**src/rtl/ccr_pkg.sv**
```systemverilog
// Package with the item types, character codes and queue sizing of the comment replacer.
`timescale 1ns / 1ps
`default_nettype none

package ccr_pkg;

    localparam logic [7:0] CH_SLASH   = 8'h2F;
    localparam logic [7:0] CH_STAR    = 8'h2A;
    localparam logic [7:0] CH_NEWLINE = 8'h0A;
    localparam logic [7:0] CH_SPACE   = 8'h20;

    localparam int QUEUE_DEPTH = 4;
    localparam int QUEUE_PTR_W = $clog2(QUEUE_DEPTH);
    localparam int QUEUE_CNT_W = $clog2(QUEUE_DEPTH + 1);

    typedef struct packed {
        logic [7:0] in_byte;
        logic       end_of_input;
    } ccr_in_t;

    typedef struct packed {
        logic [7:0] out_byte;
        logic       last_of_run;
    } ccr_out_t;

    // Work for the emitter: one or two bytes caused by one item.
    typedef struct packed {
        logic       two;
        logic [7:0] first_byte;
        logic [7:0] second_byte;
    } ccr_entry_t;

    typedef struct packed {
        logic       valid;
        ccr_entry_t entry;
    } ccr_push_t;

endpackage

`default_nettype wire

```
**src/rtl/ccr_front.sv**
```systemverilog
// Scanner front end: tracks the comment mode and turns each item into emitter work.
`timescale 1ns / 1ps
`default_nettype none

module ccr_front (
    input  wire logic            clk,
    input  wire logic            rst_n,
    input  wire logic            accept,
    input  wire ccr_pkg::ccr_in_t item,
    output ccr_pkg::ccr_push_t   push
);

    typedef enum logic [2:0] {
        MODE_NORMAL = 3'd0,
        MODE_SLASH  = 3'd1,
        MODE_LINE   = 3'd2,
        MODE_BLOCK  = 3'd3,
        MODE_STAR   = 3'd4
    } mode_t;

    mode_t      mode_reg;
    mode_t      mode_next;
    ccr_pkg::ccr_push_t work;

    always_comb
    begin
        mode_next               = mode_reg;
        work.valid              = 1'b0;
        work.entry.two          = 1'b0;
        work.entry.first_byte   = item.in_byte;
        work.entry.second_byte  = item.in_byte;
        if (item.end_of_input)
        begin
            // A held slash is released; any comment is abandoned.
            if (mode_reg == MODE_SLASH)
            begin
                work.valid            = 1'b1;
                work.entry.first_byte = ccr_pkg::CH_SLASH;
            end
            mode_next = MODE_NORMAL;
        end
        else
        begin
            case (mode_reg)
                MODE_SLASH:
                begin
                    work.valid = 1'b1;
                    if (item.in_byte == ccr_pkg::CH_SLASH)
                    begin
                        work.entry.first_byte = ccr_pkg::CH_SPACE;
                        mode_next             = MODE_LINE;
                    end
                    else if (item.in_byte == ccr_pkg::CH_STAR)
                    begin
                        work.entry.first_byte = ccr_pkg::CH_SPACE;
                        mode_next             = MODE_BLOCK;
                    end
                    else
                    begin
                        work.entry.two        = 1'b1;
                        work.entry.first_byte = ccr_pkg::CH_SLASH;
                        mode_next             = MODE_NORMAL;
                    end
                end
                MODE_LINE:
                begin
                    if (item.in_byte == ccr_pkg::CH_NEWLINE)
                    begin
                        work.valid = 1'b1;
                        mode_next  = MODE_NORMAL;
                    end
                end
                MODE_BLOCK:
                begin
                    if (item.in_byte == ccr_pkg::CH_STAR)
                    begin
                        mode_next = MODE_STAR;
                    end
                end
                MODE_STAR:
                begin
                    if (item.in_byte == ccr_pkg::CH_SLASH)
                    begin
                        mode_next = MODE_NORMAL;
                    end
                    else if (item.in_byte != ccr_pkg::CH_STAR)
                    begin
                        mode_next = MODE_BLOCK;
                    end
                end
                default:
                begin
                    if (item.in_byte == ccr_pkg::CH_SLASH)
                    begin
                        mode_next = MODE_SLASH;
                    end
                    else
                    begin
                        work.valid = 1'b1;
                        mode_next  = MODE_NORMAL;
                    end
                end
            endcase
        end
    end

    always_ff @(posedge clk or negedge rst_n)
    begin
        if (!rst_n)
        begin
            mode_reg <= MODE_NORMAL;
        end
        else if (accept)
        begin
            mode_reg <= mode_next;
        end
    end

    assign push.valid = accept && work.valid;
    assign push.entry = work.entry;

endmodule

`default_nettype wire

```
**src/rtl/ccr_queue.sv**
```systemverilog
// Short queue of emitter work between the scanner and the emitter.
`timescale 1ns / 1ps
`default_nettype none

module ccr_queue (
    input  wire logic               clk,
    input  wire logic               rst_n,
    input  wire ccr_pkg::ccr_push_t push,
    input  wire logic               pop,
    output logic                    full,
    output logic                    empty,
    output ccr_pkg::ccr_entry_t     head
);

    ccr_pkg::ccr_entry_t               slot_reg [ccr_pkg::QUEUE_DEPTH];
    logic [ccr_pkg::QUEUE_PTR_W-1:0]   wr_ptr_reg;
    logic [ccr_pkg::QUEUE_PTR_W-1:0]   rd_ptr_reg;
    logic [ccr_pkg::QUEUE_CNT_W-1:0]   count_reg;
    logic [ccr_pkg::QUEUE_CNT_W-1:0]   count_next;

    assign full  = (count_reg == ccr_pkg::QUEUE_CNT_W'(ccr_pkg::QUEUE_DEPTH));
    assign empty = (count_reg == '0);
    assign head  = slot_reg[rd_ptr_reg];

    always_comb
    begin
        count_next = count_reg;
        if (push.valid && !pop)
        begin
            count_next = count_reg + 1'b1;
        end
        else if (pop && !push.valid)
        begin
            count_next = count_reg - 1'b1;
        end
    end

    always_ff @(posedge clk)
    begin
        if (push.valid)
        begin
            slot_reg[wr_ptr_reg] <= push.entry;
        end
    end

    always_ff @(posedge clk or negedge rst_n)
    begin
        if (!rst_n)
        begin
            wr_ptr_reg <= '0;
            rd_ptr_reg <= '0;
            count_reg  <= '0;
        end
        else
        begin
            if (push.valid)
            begin
                wr_ptr_reg <= wr_ptr_reg + 1'b1;
            end
            if (pop)
            begin
                rd_ptr_reg <= rd_ptr_reg + 1'b1;
            end
            count_reg <= count_next;
        end
    end

endmodule

`default_nettype wire

```
**src/rtl/ccr_emitter.sv**
```systemverilog
// Emitter back end: sends the one or two bytes of each queued entry through an output register.
`timescale 1ns / 1ps
`default_nettype none

module ccr_emitter (
    input  wire logic                clk,
    input  wire logic                rst_n,
    input  wire logic                empty,
    input  wire ccr_pkg::ccr_entry_t head,
    output logic                     pop,
    output logic                     result_valid,
    input  wire logic                result_ready,
    output ccr_pkg::ccr_out_t        result
);

    logic              valid_reg;
    logic              second_reg;
    ccr_pkg::ccr_out_t data_reg;
    logic              load;

    // The output register takes a new byte when work is queued and it is empty or being drained.
    assign load = !empty && (!valid_reg || result_ready);
    assign pop  = load && (second_reg || !head.two);

    always_ff @(posedge clk or negedge rst_n)
    begin
        if (!rst_n)
        begin
            valid_reg  <= 1'b0;
            second_reg <= 1'b0;
        end
        else
        begin
            if (load)
            begin
                valid_reg  <= 1'b1;
                second_reg <= !second_reg && head.two;
            end
            else if (result_ready)
            begin
                valid_reg <= 1'b0;
            end
        end
    end

    always_ff @(posedge clk)
    begin
        if (load)
        begin
            data_reg.out_byte    <= second_reg ? head.second_byte : head.first_byte;
            data_reg.last_of_run <= second_reg || !head.two;
        end
    end

    assign result_valid = valid_reg;
    assign result       = data_reg;

endmodule

`default_nettype wire

```
**src/rtl/c_comment_replacer_top.sv**
```systemverilog
// Top level of the C comment replacer: scanner, work queue and emitter.
`timescale 1ns / 1ps
`default_nettype none

// Replaces every C comment in a byte stream with one space; a line comment keeps its
// newline, and a lone slash is sent just before the byte after it, so one item can give
// two results (the slash with last_of_run low, then the byte). End of stream flushes a
// held slash and returns to normal mode. One item is accepted per clock while the
// four-entry work queue has room; the emitter delivers one result per clock while work is
// queued and results are taken, and the queue absorbs items that give two results. The first
// result of an item is registered in the work queue, then in the output register.
module c_comment_replacer_top (
    input  wire logic              clk,
    input  wire logic              rst_n,
    input  wire logic              item_valid,
    output logic                   item_ready,
    input  wire ccr_pkg::ccr_in_t  item,
    output logic                   result_valid,
    input  wire logic              result_ready,
    output ccr_pkg::ccr_out_t      result
);

    ccr_pkg::ccr_push_t  push;
    ccr_pkg::ccr_entry_t head;
    logic                full;
    logic                empty;
    logic                pop;
    logic                accept;

    assign item_ready = !full;
    assign accept     = item_valid && item_ready;

    ccr_front u_front (
        .clk    (clk),
        .rst_n  (rst_n),
        .accept (accept),
        .item   (item),
        .push   (push)
    );

    ccr_queue u_queue (
        .clk   (clk),
        .rst_n (rst_n),
        .push  (push),
        .pop   (pop),
        .full  (full),
        .empty (empty),
        .head  (head)
    );

    ccr_emitter u_emitter (
        .clk          (clk),
        .rst_n        (rst_n),
        .empty        (empty),
        .head         (head),
        .pop          (pop),
        .result_valid (result_valid),
        .result_ready (result_ready),
        .result       (result)
    );

endmodule

`default_nettype wire

```
**config.mk**
```make
export PLATFORM = sky130hd
export DESIGN_NAME = c_comment_replacer_top
export DESIGN_NICKNAME = d
export VERILOG_FILES = /design/src/rtl/ccr_pkg.sv /design/src/rtl/ccr_front.sv /design/src/rtl/ccr_queue.sv /design/src/rtl/ccr_emitter.sv /design/src/rtl/c_comment_replacer_top.sv
export SDC_FILE = /design/constraint.sdc
export NUM_CORES = 1
export LEC_CHECK = 0
export BUFFER_PORTS_ARGS = -buffer_cell sky130_fd_sc_hd__buf_4
export CAP_MARGIN = 25
export CORE_ASPECT_RATIO = 1.1
export CORE_MARGIN = 3
export CORE_UTILIZATION = 26
export DETAILED_ROUTE_END_ITERATION = 8
export PLACE_DENSITY = 0.38
export SLEW_MARGIN = 20
export SYNTH_ARGS = -nofsm -noshare
export SYNTH_HDL_FRONTEND = slang
export SYNTH_SLANG_ARGS = --single-unit
export TNS_END_PERCENT = 100
```
**constraint.sdc**
```tcl
create_clock -name clk -period 8.34 [get_ports clk]
set_input_delay 0.834 -clock clk [delete_from_list [all_inputs] [get_ports clk]]
set_output_delay 0.834 -clock clk [all_outputs]
set_load 0.02 [all_outputs]
```
Yosys cells after proc, flatten, opt, wreduce, memory -nomap -nowiden
Memories as Yosys holds them, arrays and structs flattened.
Cells that the tools add are included.
{ "op_classes": {"n_shift": 0, "add_sub_neg": 4, "n_div": 0, "n_bitwise": 0, "n_reduce_logical": 21, "n_mul": 0, "magnitude_cmp": 0, "n_eq_ne": 12, "muxes": 29} }
{ "op_table": {"columns": ["cell", "count"], "rows": [
  ["two-way mux 8 bit", 4],
  ["two-way mux 3 bit", 8],
  ["== test 8 x 6 -> 1 bit, second input constant", 2],
  ["two-way mux 1 bit", 12],
  ["case mux 3 bit (4 select lines)", 1],
  ["two-way mux 9 bit", 1],
  ["== test 8 x 4 -> 1 bit, second input constant", 1],
  ["!= test 8 x 6 -> 1 bit, second input constant", 1],
  ["logical AND 1 bit", 7],
  ["logical NOT 1 bit", 7],
  ["== test 3 x 2 -> 1 bit, second input constant", 2],
  ["== test 3 bit, second input constant", 2],
  ["!= test 3 x 2 -> 1 bit, second input constant", 2],
  ["adder 2 x 1 -> 2 bit, second input constant", 2],
  ["two-way mux 4 bit", 1],
  ["!= test 4 x 2 -> 1 bit, second input constant", 1],
  ["AND reduction 4 bit", 1],
  ["nonzero test 2 bit", 2],
  ["adder 3 x 1 -> 3 bit, second input constant", 1],
  ["== test 3 x 1 -> 1 bit, second input constant", 1],
  ["logical NOT 3 bit", 1],
  ["case mux 1 bit (3 select lines)", 1],
  ["subtractor 3 x 1 -> 3 bit, second input constant", 1],
  ["logical OR 1 bit", 2],
  ["other kinds (2)", 2]
]} }
{ "word_totals": {"latch_bits": 0, "reg_bits": 21, "rom_bits": 0, "ram_bits": 68, "mem_count": 1} }
{ "memory_table": {"columns": ["name", "words", "word_bits", "rd", "rd_ports_with_merged_regs", "wr", "line", "text"], "rows": [
  ["u_queue.slot_reg", 4, 17, 1, 0, 1, "ccr_queue.sv:15", "ccr_pkg::ccr_entry_t slot_reg [ccr_pkg::QUEUE_DEPTH];"]
]} }

Depth between registers and ports, before layout
Gate-level depths: netlist of run 1.
{ "depth": {"word_depth": 9, "ltp_mapped": 11, "mapped_depth_nobuf": 10} }

By module
From an unflattened synthesis of run 1, not the netlist that was laid out.
{ "unflattened": {"cells_unflattened": 217, "area_unflattened_um2": 3945.0} }
{ "modules_own_cells": {"columns": ["module", "n_inst", "area_per_inst_um2", "cells_each"], "rows": [
  ["ccr_queue", 1, 2890.3, 123],
  ["ccr_front", 1, 538.0, 64],
  ["ccr_emitter", 1, 506.7, 28],
  ["c_comment_replacer_top", 1, 10.0, 2]
]} }

Worst setup path after synthesis of run 1
OpenSTA, ideal clock, no wires.
{ "synth_path": {"path_type": "in2reg", "start": "in item[0] (netlist bit)", "end": "reg u_queue.count_reg[2] (netlist bit)", "required_time_ns": 8.261, "t_arrival_ns": 2.987, "path_buffers": 0, "stages": 9, "setup_time_ns": 0.079, "path_slack_ns": 5.274, "path_cell_list": "or4b_4 or3_4 a21oi_4 ha_1 inv_1 fa_1 xor2_1 nor2_1 xor2_1"} }
{ "synth_rtl": {"columns": ["element", "line", "text"], "rows": [
  ["start: declaration", "c_comment_replacer_top.sv:17", "input wire ccr_pkg::ccr_in_t item,"],
  ["end signal: assignment", "ccr_queue.sv:64", "count_reg <= count_next;"],
  ["end: declaration", "ccr_queue.sv:18", "logic [ccr_pkg::QUEUE_CNT_W-1:0] count_reg;"]
]} }

==> results of run 1 <==
[kinds of logic after synthesis]
logic type,Yosys count,synth area share
flops,89,0.681
simple gates,52,0.0836
mux,29,0.136
compound gates,21,0.0415
buf+inv,19,0.0202
xor+xnor,7,0.0160
fa+ha+maj,6,0.0215
[stage by stage]
step                       util  hold slack (ps)  worst slack (ps)
after floorplan               -              455              5270
after global placement    0.298              478              4760
after detailed placement  0.298              482              4750
after CTS                 0.316              326              5110
after global routing      0.317              328              4980
final                     0.317              337              5150
[power groups by stage]
| stage | clock, mW | combinational [mW] | sequential [mW] |
|---|---|---|---|
| 3_3_place_gp | 0 | 0.397 | 0.664 |
| 5_1_grt | 0.389 | 0.425 | 0.661 |
| 4_1_cts | 0.368 | 0.395 | 0.653 |
| 3_5_place_dp | 0 | 0.394 | 0.662 |
| 2_1_floorplan | 0 | 0.276 | 0.649 |
| 6_report | 0.353 | 0.384 | 0.649 |
[path summary, 6_finish.rpt]
kind	endpoint	slack, ps	cells after the start
worst max-delay path	u_queue.count_reg[2]$_DFFE_PN0P_	5150	11
worst min-delay path	u_emitter.second_reg$_DFFE_PN0P_	340	1
worst max register to register	u_queue.count_reg[2]$_DFFE_PN0P_	5400	9
worst min register to register	u_queue.count_reg[2]$_DFFE_PN0P_	500	1
max in group asynchronous	u_queue.wr_ptr_reg[0]$_DFFE_PN0P_	7830	1
min in group clk	u_queue.count_reg[2]$_DFFE_PN0P_	500	1
[per-layer routing]
| metal | wire (µm) | vias up | track usage |
|---|---|---|---|
| li1 | - | 922 | - |
| met1 | 3420 | 983 | 0.130 |
| met2 | 3660 | 25 | 0.159 |
| met3 | 195 | 12 | 0.0234 |
| met4 | 196 | 0 | 0.0560 |
| met5 | 0 | - | 0 |
[cell type report]
| type | instances | area (µm²) | area share |
|---|---|---|---|
| clock inverters | 6 | 25.0 | 0.00559 |
| repair buffers | 26 | 203 | 0.0453 |
| well taps | 188 | 235 | 0.0526 |
| flip-flops and latches | 89 | 2610 | 0.584 |
| multi-input cells | 115 | 1140 | 0.256 |
| clock buffers | 10 | 229 | 0.0512 |
| inverters | 7 | 26.3 | 0.00587 |
[layout by cell type, fill, tap and decap left out, drive strengths merged, types with 2 or more instances in the layout]
| cell type | n |
|---|---|
| nand2 | 8 |
| and2 | 5 |
| nor2b | 5 |
| nor4b | 2 |
| o21ai | 3 |
| mux4 | 17 |
| a31oi | 3 |
| edfxtp | 77 |
| ha | 5 |
| or3 | 4 |
| a211oi | 2 |
| nor3 | 2 |
| nand3 | 4 |
| mux2 | 11 |
| and3 | 2 |
| xnor2 | 4 |
| inv | 7 |
| clkinv | 6 |
| nor2 | 7 |
| a21oi | 5 |
| buf | 26 |
| clkbuf | 10 |
| xor2 | 3 |
| and3b | 2 |
| dfrtp | 12 |
| o21a | 2 |
==> impl_metrics.yaml, run 1 <==
sta:
  finalSetupViolCount: 0
  tns_ps: 0
  layout_worst_path_cycle_share: 0.382
  max_freq_ghz: 0.314
  tightest_slew_ps: 980
  skew_ps: 6.40
  max-slew-margin-rel: 0.347
  timing.final.max_slew_violations: 0
  rsz0062_at_grt: "false"
  fin_crit_ps: 3190
  hold_viol: 0
floorplanning:
  start_util: 0.271
  fp.coreArea_um2: 14100
  die-area_um2: 16200
  ios: 24
  rows: 45
  chipHeight_um: 133
  die_x_um: 122
synthesis:
  syn-instance-count: 223
  netlist-cell-type-count: 48
  synth_common_cells: "edfxtp_1, mux4_2, dfrtp_1, mux2_2, nand2_1"
  yosysSeqAreaShare: 0.681
  synthArstFlopShare: 0.135
  ys.flop_type: "edfxtp_1"
  yosys_warnings: 0
  netlist.area_leader.share: 0.603
  syn_area_um2: 3830
  synth_edf_count: 77
  yosysMostFrequentCell: "edfxtp_1"
  ys_ff_latch: 89
  yosys.area.top_type: "edfxtp_1"
  synth_nets: 242
  synth.area.top_cells: "edfxtp_1, mux4_2, dfrtp_1"
  synth_area_per_cell_um2: 17.2
setup_path:
  path_max_fanout: 12
  cp_top_family: "simple AND/OR/NAND/NOR gates"
  crit_chain: "buf_4 > and4bb_1 > nand2_1 > or3_4 > a21oi_4 > ha_1 > inv_1 > fa_1 > xor2_1 > nor2_1 > xor2_1"
  critPathCaptureType: "flop"
  timing.rr.start: "u_front.mode_reg[0]$_DFFE_PN0P_"
  max_stage_delay_ps: 560
  crit_start: "item[7]"
  critPathKind: "input port to flop"
  cp-start-kind: "input port"
  crit_buf_inv: 2
  worstPathArrival_ps: 3440
  crit_slowest_cell: "and4bb_1"
  cpMostUsedCell: "xor2_1"
  required_ps: 8600
global_routing:
  grt_pass1_wl_mm: 12.0
  antenna_found_initial: 0
  grt_util_all_layers: 0.102
  grt_max_degree: 20
  grt-ovfl-total: 0
  grt_pass1_vias: 2041
clocking:
  path_clk_slew_ps: 60
  clk-insertion-delay-late_ps: 340
  postCtsSetupBuffers: 0
  cts_buffer_depth: 2
  cts_root_buf: "clkbuf_16"
  cts_buffers: 9
  ctsHoldBuffers: 0
  cts_resized: 0
  cts_tree: "yes"
  clock_sinks: 89
  cts-htree-levels: 3
drt:
  dr.pass1.iters: 4
  vias: 1942
  drtIter0Drc: 155
  drc: 0
  viasPerCell: 4.40
  wl_per_cell_um: 16.9
  routed_wl_mm: 7.47
  ant_nets: 0
cells_and_area:
  n_antenna_cell: 0
  nets: 267
  final_area_um2: 4470
  drive_gt1_frac: 0.277
  syn2layout_area_growth_pct: 16.7
  largest_register_ffs: 68
  fillCellCount: 1360
  final_cells: 441
run:
  max_cap_violations: 0
placed_design:
  place_area_um2: 4210
  place_hpwl_mm: 4.63
  place_inst: 424
  finalWeightedCongestion: 0.651
  numPortBuffers: 23
power_and_ir_drop:
  p_leak_nw: 1.52
  power.internal_mw: 0.982
  total_power_mw: 1.39
  ir_worst_vdd_mv: 0.0882
  power.share.sequential: 0.468
  clkPwrFrac: 0.255
  pwr_density_cell_nw_per_um2: 310
  swShare: 0.291
  p_switching_mw: 0.404
  combPwrFrac: 0.277
worst_hold_path:
  hp-class: "input port to asynchronous set/reset pin"
outcome:
  status: "completed"
(Power assumes the default switching activity.)
==> run 2: changes to the inputs <==
- clock period: 8.34 -> 3.1 ns (I/O delays scaled with it)
==> run 2 against run 1 <==
Clock skew is 1.4 ps lower. Combinational power increased to 3.0 times the previous value. Sequential share of layout area down 1.1 points. Via count rose by 4.0%. Register-to-register slack worse by 5000 ps. Routed wire length increased by 3.0%.
==> impl_metrics.yaml, run 2 (same netlist as run 1, synthesis figures left out) <==
outcome:
  status: "completed"
setup_path:
  required_ps: 3370
  path_max_fanout: 2
  r2r_cells: 9
  worstPathArrival_ps: 2920
  critPathKind: "flop to flop"
  critPathCaptureType: "flop"
  cp-start-kind: "flop"
global_routing:
  gr-max-usage-layer: "met2"
  grt_util_all_layers: 0.104
  grt_pass1_wl_mm: 12.1
  grtUsageMet2: 0.174
  grt_pass1_vias: 2078
  antenna_found_initial: 0
  grt_max_degree: 19
  grt-ovfl-total: 0
  met3_usage: 0.0276
  gr-usage-met1: 0.121
floorplanning:
  die-area_um2: 16200
  rows: 45
  start_util: 0.271
  fp.coreArea_um2: 14100
  chipHeight_um: 133
  die_x_um: 122
  ios: 24
drt:
  dr.pass1.iters: 4
  wl_per_cell_um: 17.0
  drtIter0Drc: 117
  drc: 0
  vias: 2020
  routed_wl_mm: 7.70
  viasPerCell: 4.46
  ant_nets: 0
cells_and_area:
  largest_register_ffs: 68
  final_cells: 453
  final_common_cell: "edfxtp_1"
  nets: 279
  fin_util: 0.323
  n_antenna_cell: 0
  fillCellCount: 1355
  final_area_um2: 4560
  syn2layout_area_growth_pct: 19.0
  layout_common_cells: "edfxtp_1, buf_4, mux4_2, dfrtp_1, mux2_2"
  drive_gt1_frac: 0.309
placed_design:
  place_inst: 436
  numPortBuffers: 23
  place_hpwl_mm: 4.83
  finalWeightedCongestion: 0.692
  place_area_um2: 4300
worst_hold_path:
  hp-class: "input port to flop"
  hold_depth: 2
clocking:
  clk-insertion-delay-late_ps: 340
  path_clk_slew_ps: 60
  ctsHoldBuffers: 1
  cts_buffers: 9
  cts_buffer_depth: 2
  cts_resized: 0
  postCtsSetupBuffers: 0
  clock_sinks: 89
  cts_root_buf: "clkbuf_16"
  cts-htree-levels: 3
  cts_tree: "yes"
power_and_ir_drop:
  ir_worst_vdd_mv: 0.207
  p_leak_nw: 1.59
  pwr_density_cell_nw_per_um2: 827
sta:
  hold_viol: 0
  timing.final.max_slew_violations: 0
  finalSetupViolCount: 0
  tns_ps: 0
  hold_ws_ps: 152
  fin_crit_ps: 2650
  max-slew-margin-rel: 0.657
  skew_ps: 4.98
  max_freq_ghz: 0.377
  tightest_slew_ps: 509
  rsz0062_at_grt: "false"
  layout_worst_path_cycle_share: 0.855
run:
  max_cap_violations: 0
==> run 2: final timing paths <==
| check | start | end | slack (ps) |
|---|---|---|---|
| max in group asynchronous | rst_n | u_front.mode_reg[2]$_DFFE_PN0P_ | 2600 |
| hold / removal | result_ready | u_emitter.result_valid$_DFFE_PN0P_ | 150 |
| setup reg to reg | u_front.mode_reg[0]$_DFFE_PN0P_ | u_queue.count_reg[2]$_DFFE_PN0P_ | 450 |
| hold reg to reg | u_queue.count_reg[2]$_DFFE_PN0P_ | u_queue.count_reg[2]$_DFFE_PN0P_ | 490 |
| setup / recovery | u_front.mode_reg[0]$_DFFE_PN0P_ | u_queue.count_reg[2]$_DFFE_PN0P_ | 450 |
| min in group asynchronous | rst_n | u_emitter.result_valid$_DFFE_PN0P_ | 340 |
==> run 2: area by class of cell <==
type / count / area [µm²] / share of cell area
Timing Repair Buffer: 38 / 288 / 0.0631
Tap cell: 188 / 235 / 0.0516
Inverter: 7 / 26.3 / 0.00576
Multi-Input combinational cell: 115 / 1140 / 0.251
Clock buffer: 11 / 233 / 0.0510
Clock inverter: 5 / 22.5 / 0.00494
Sequential cell: 89 / 2610 / 0.573
==> run 2: through the flow <==
stage / total power [mW] / worst slack (ps)
after floorplan: 2.49 / 461
after global placement: 2.89 / 418
after detailed placement: 2.89 / 384
after CTS: 3.86 / 433
after global routing: 4.00 / 348
final: 3.77 / 449
==> run 2: worst max-delay path, cell delays in order, from the launching register on <==
cell	delay, ps
dfrtp_1	370
or4b_4	540
or3_4	390
a21oi_4	160
ha_1	200
inv_1	70
fa_1	430
xor2_1	170
nor2_1	110
xor2_1	150
==> run 2: routing by layer <==
layer	vias up	wire, µm	part of all wire
met3	14	262	0.034
met4	0	196	0.025
met5	-	0	0
met1	1034	3250	0.42
li1	947	-	-
met2	25	3990	0.52
==> run 2: report_power, final <==
part	total [mW]	internal (mW)	switching, mW
sequential	1.66	1.57	0.0860
clock	0.956	0.533	0.423
combinational	1.16	0.571	0.589
total	3.77	2.68	1.10
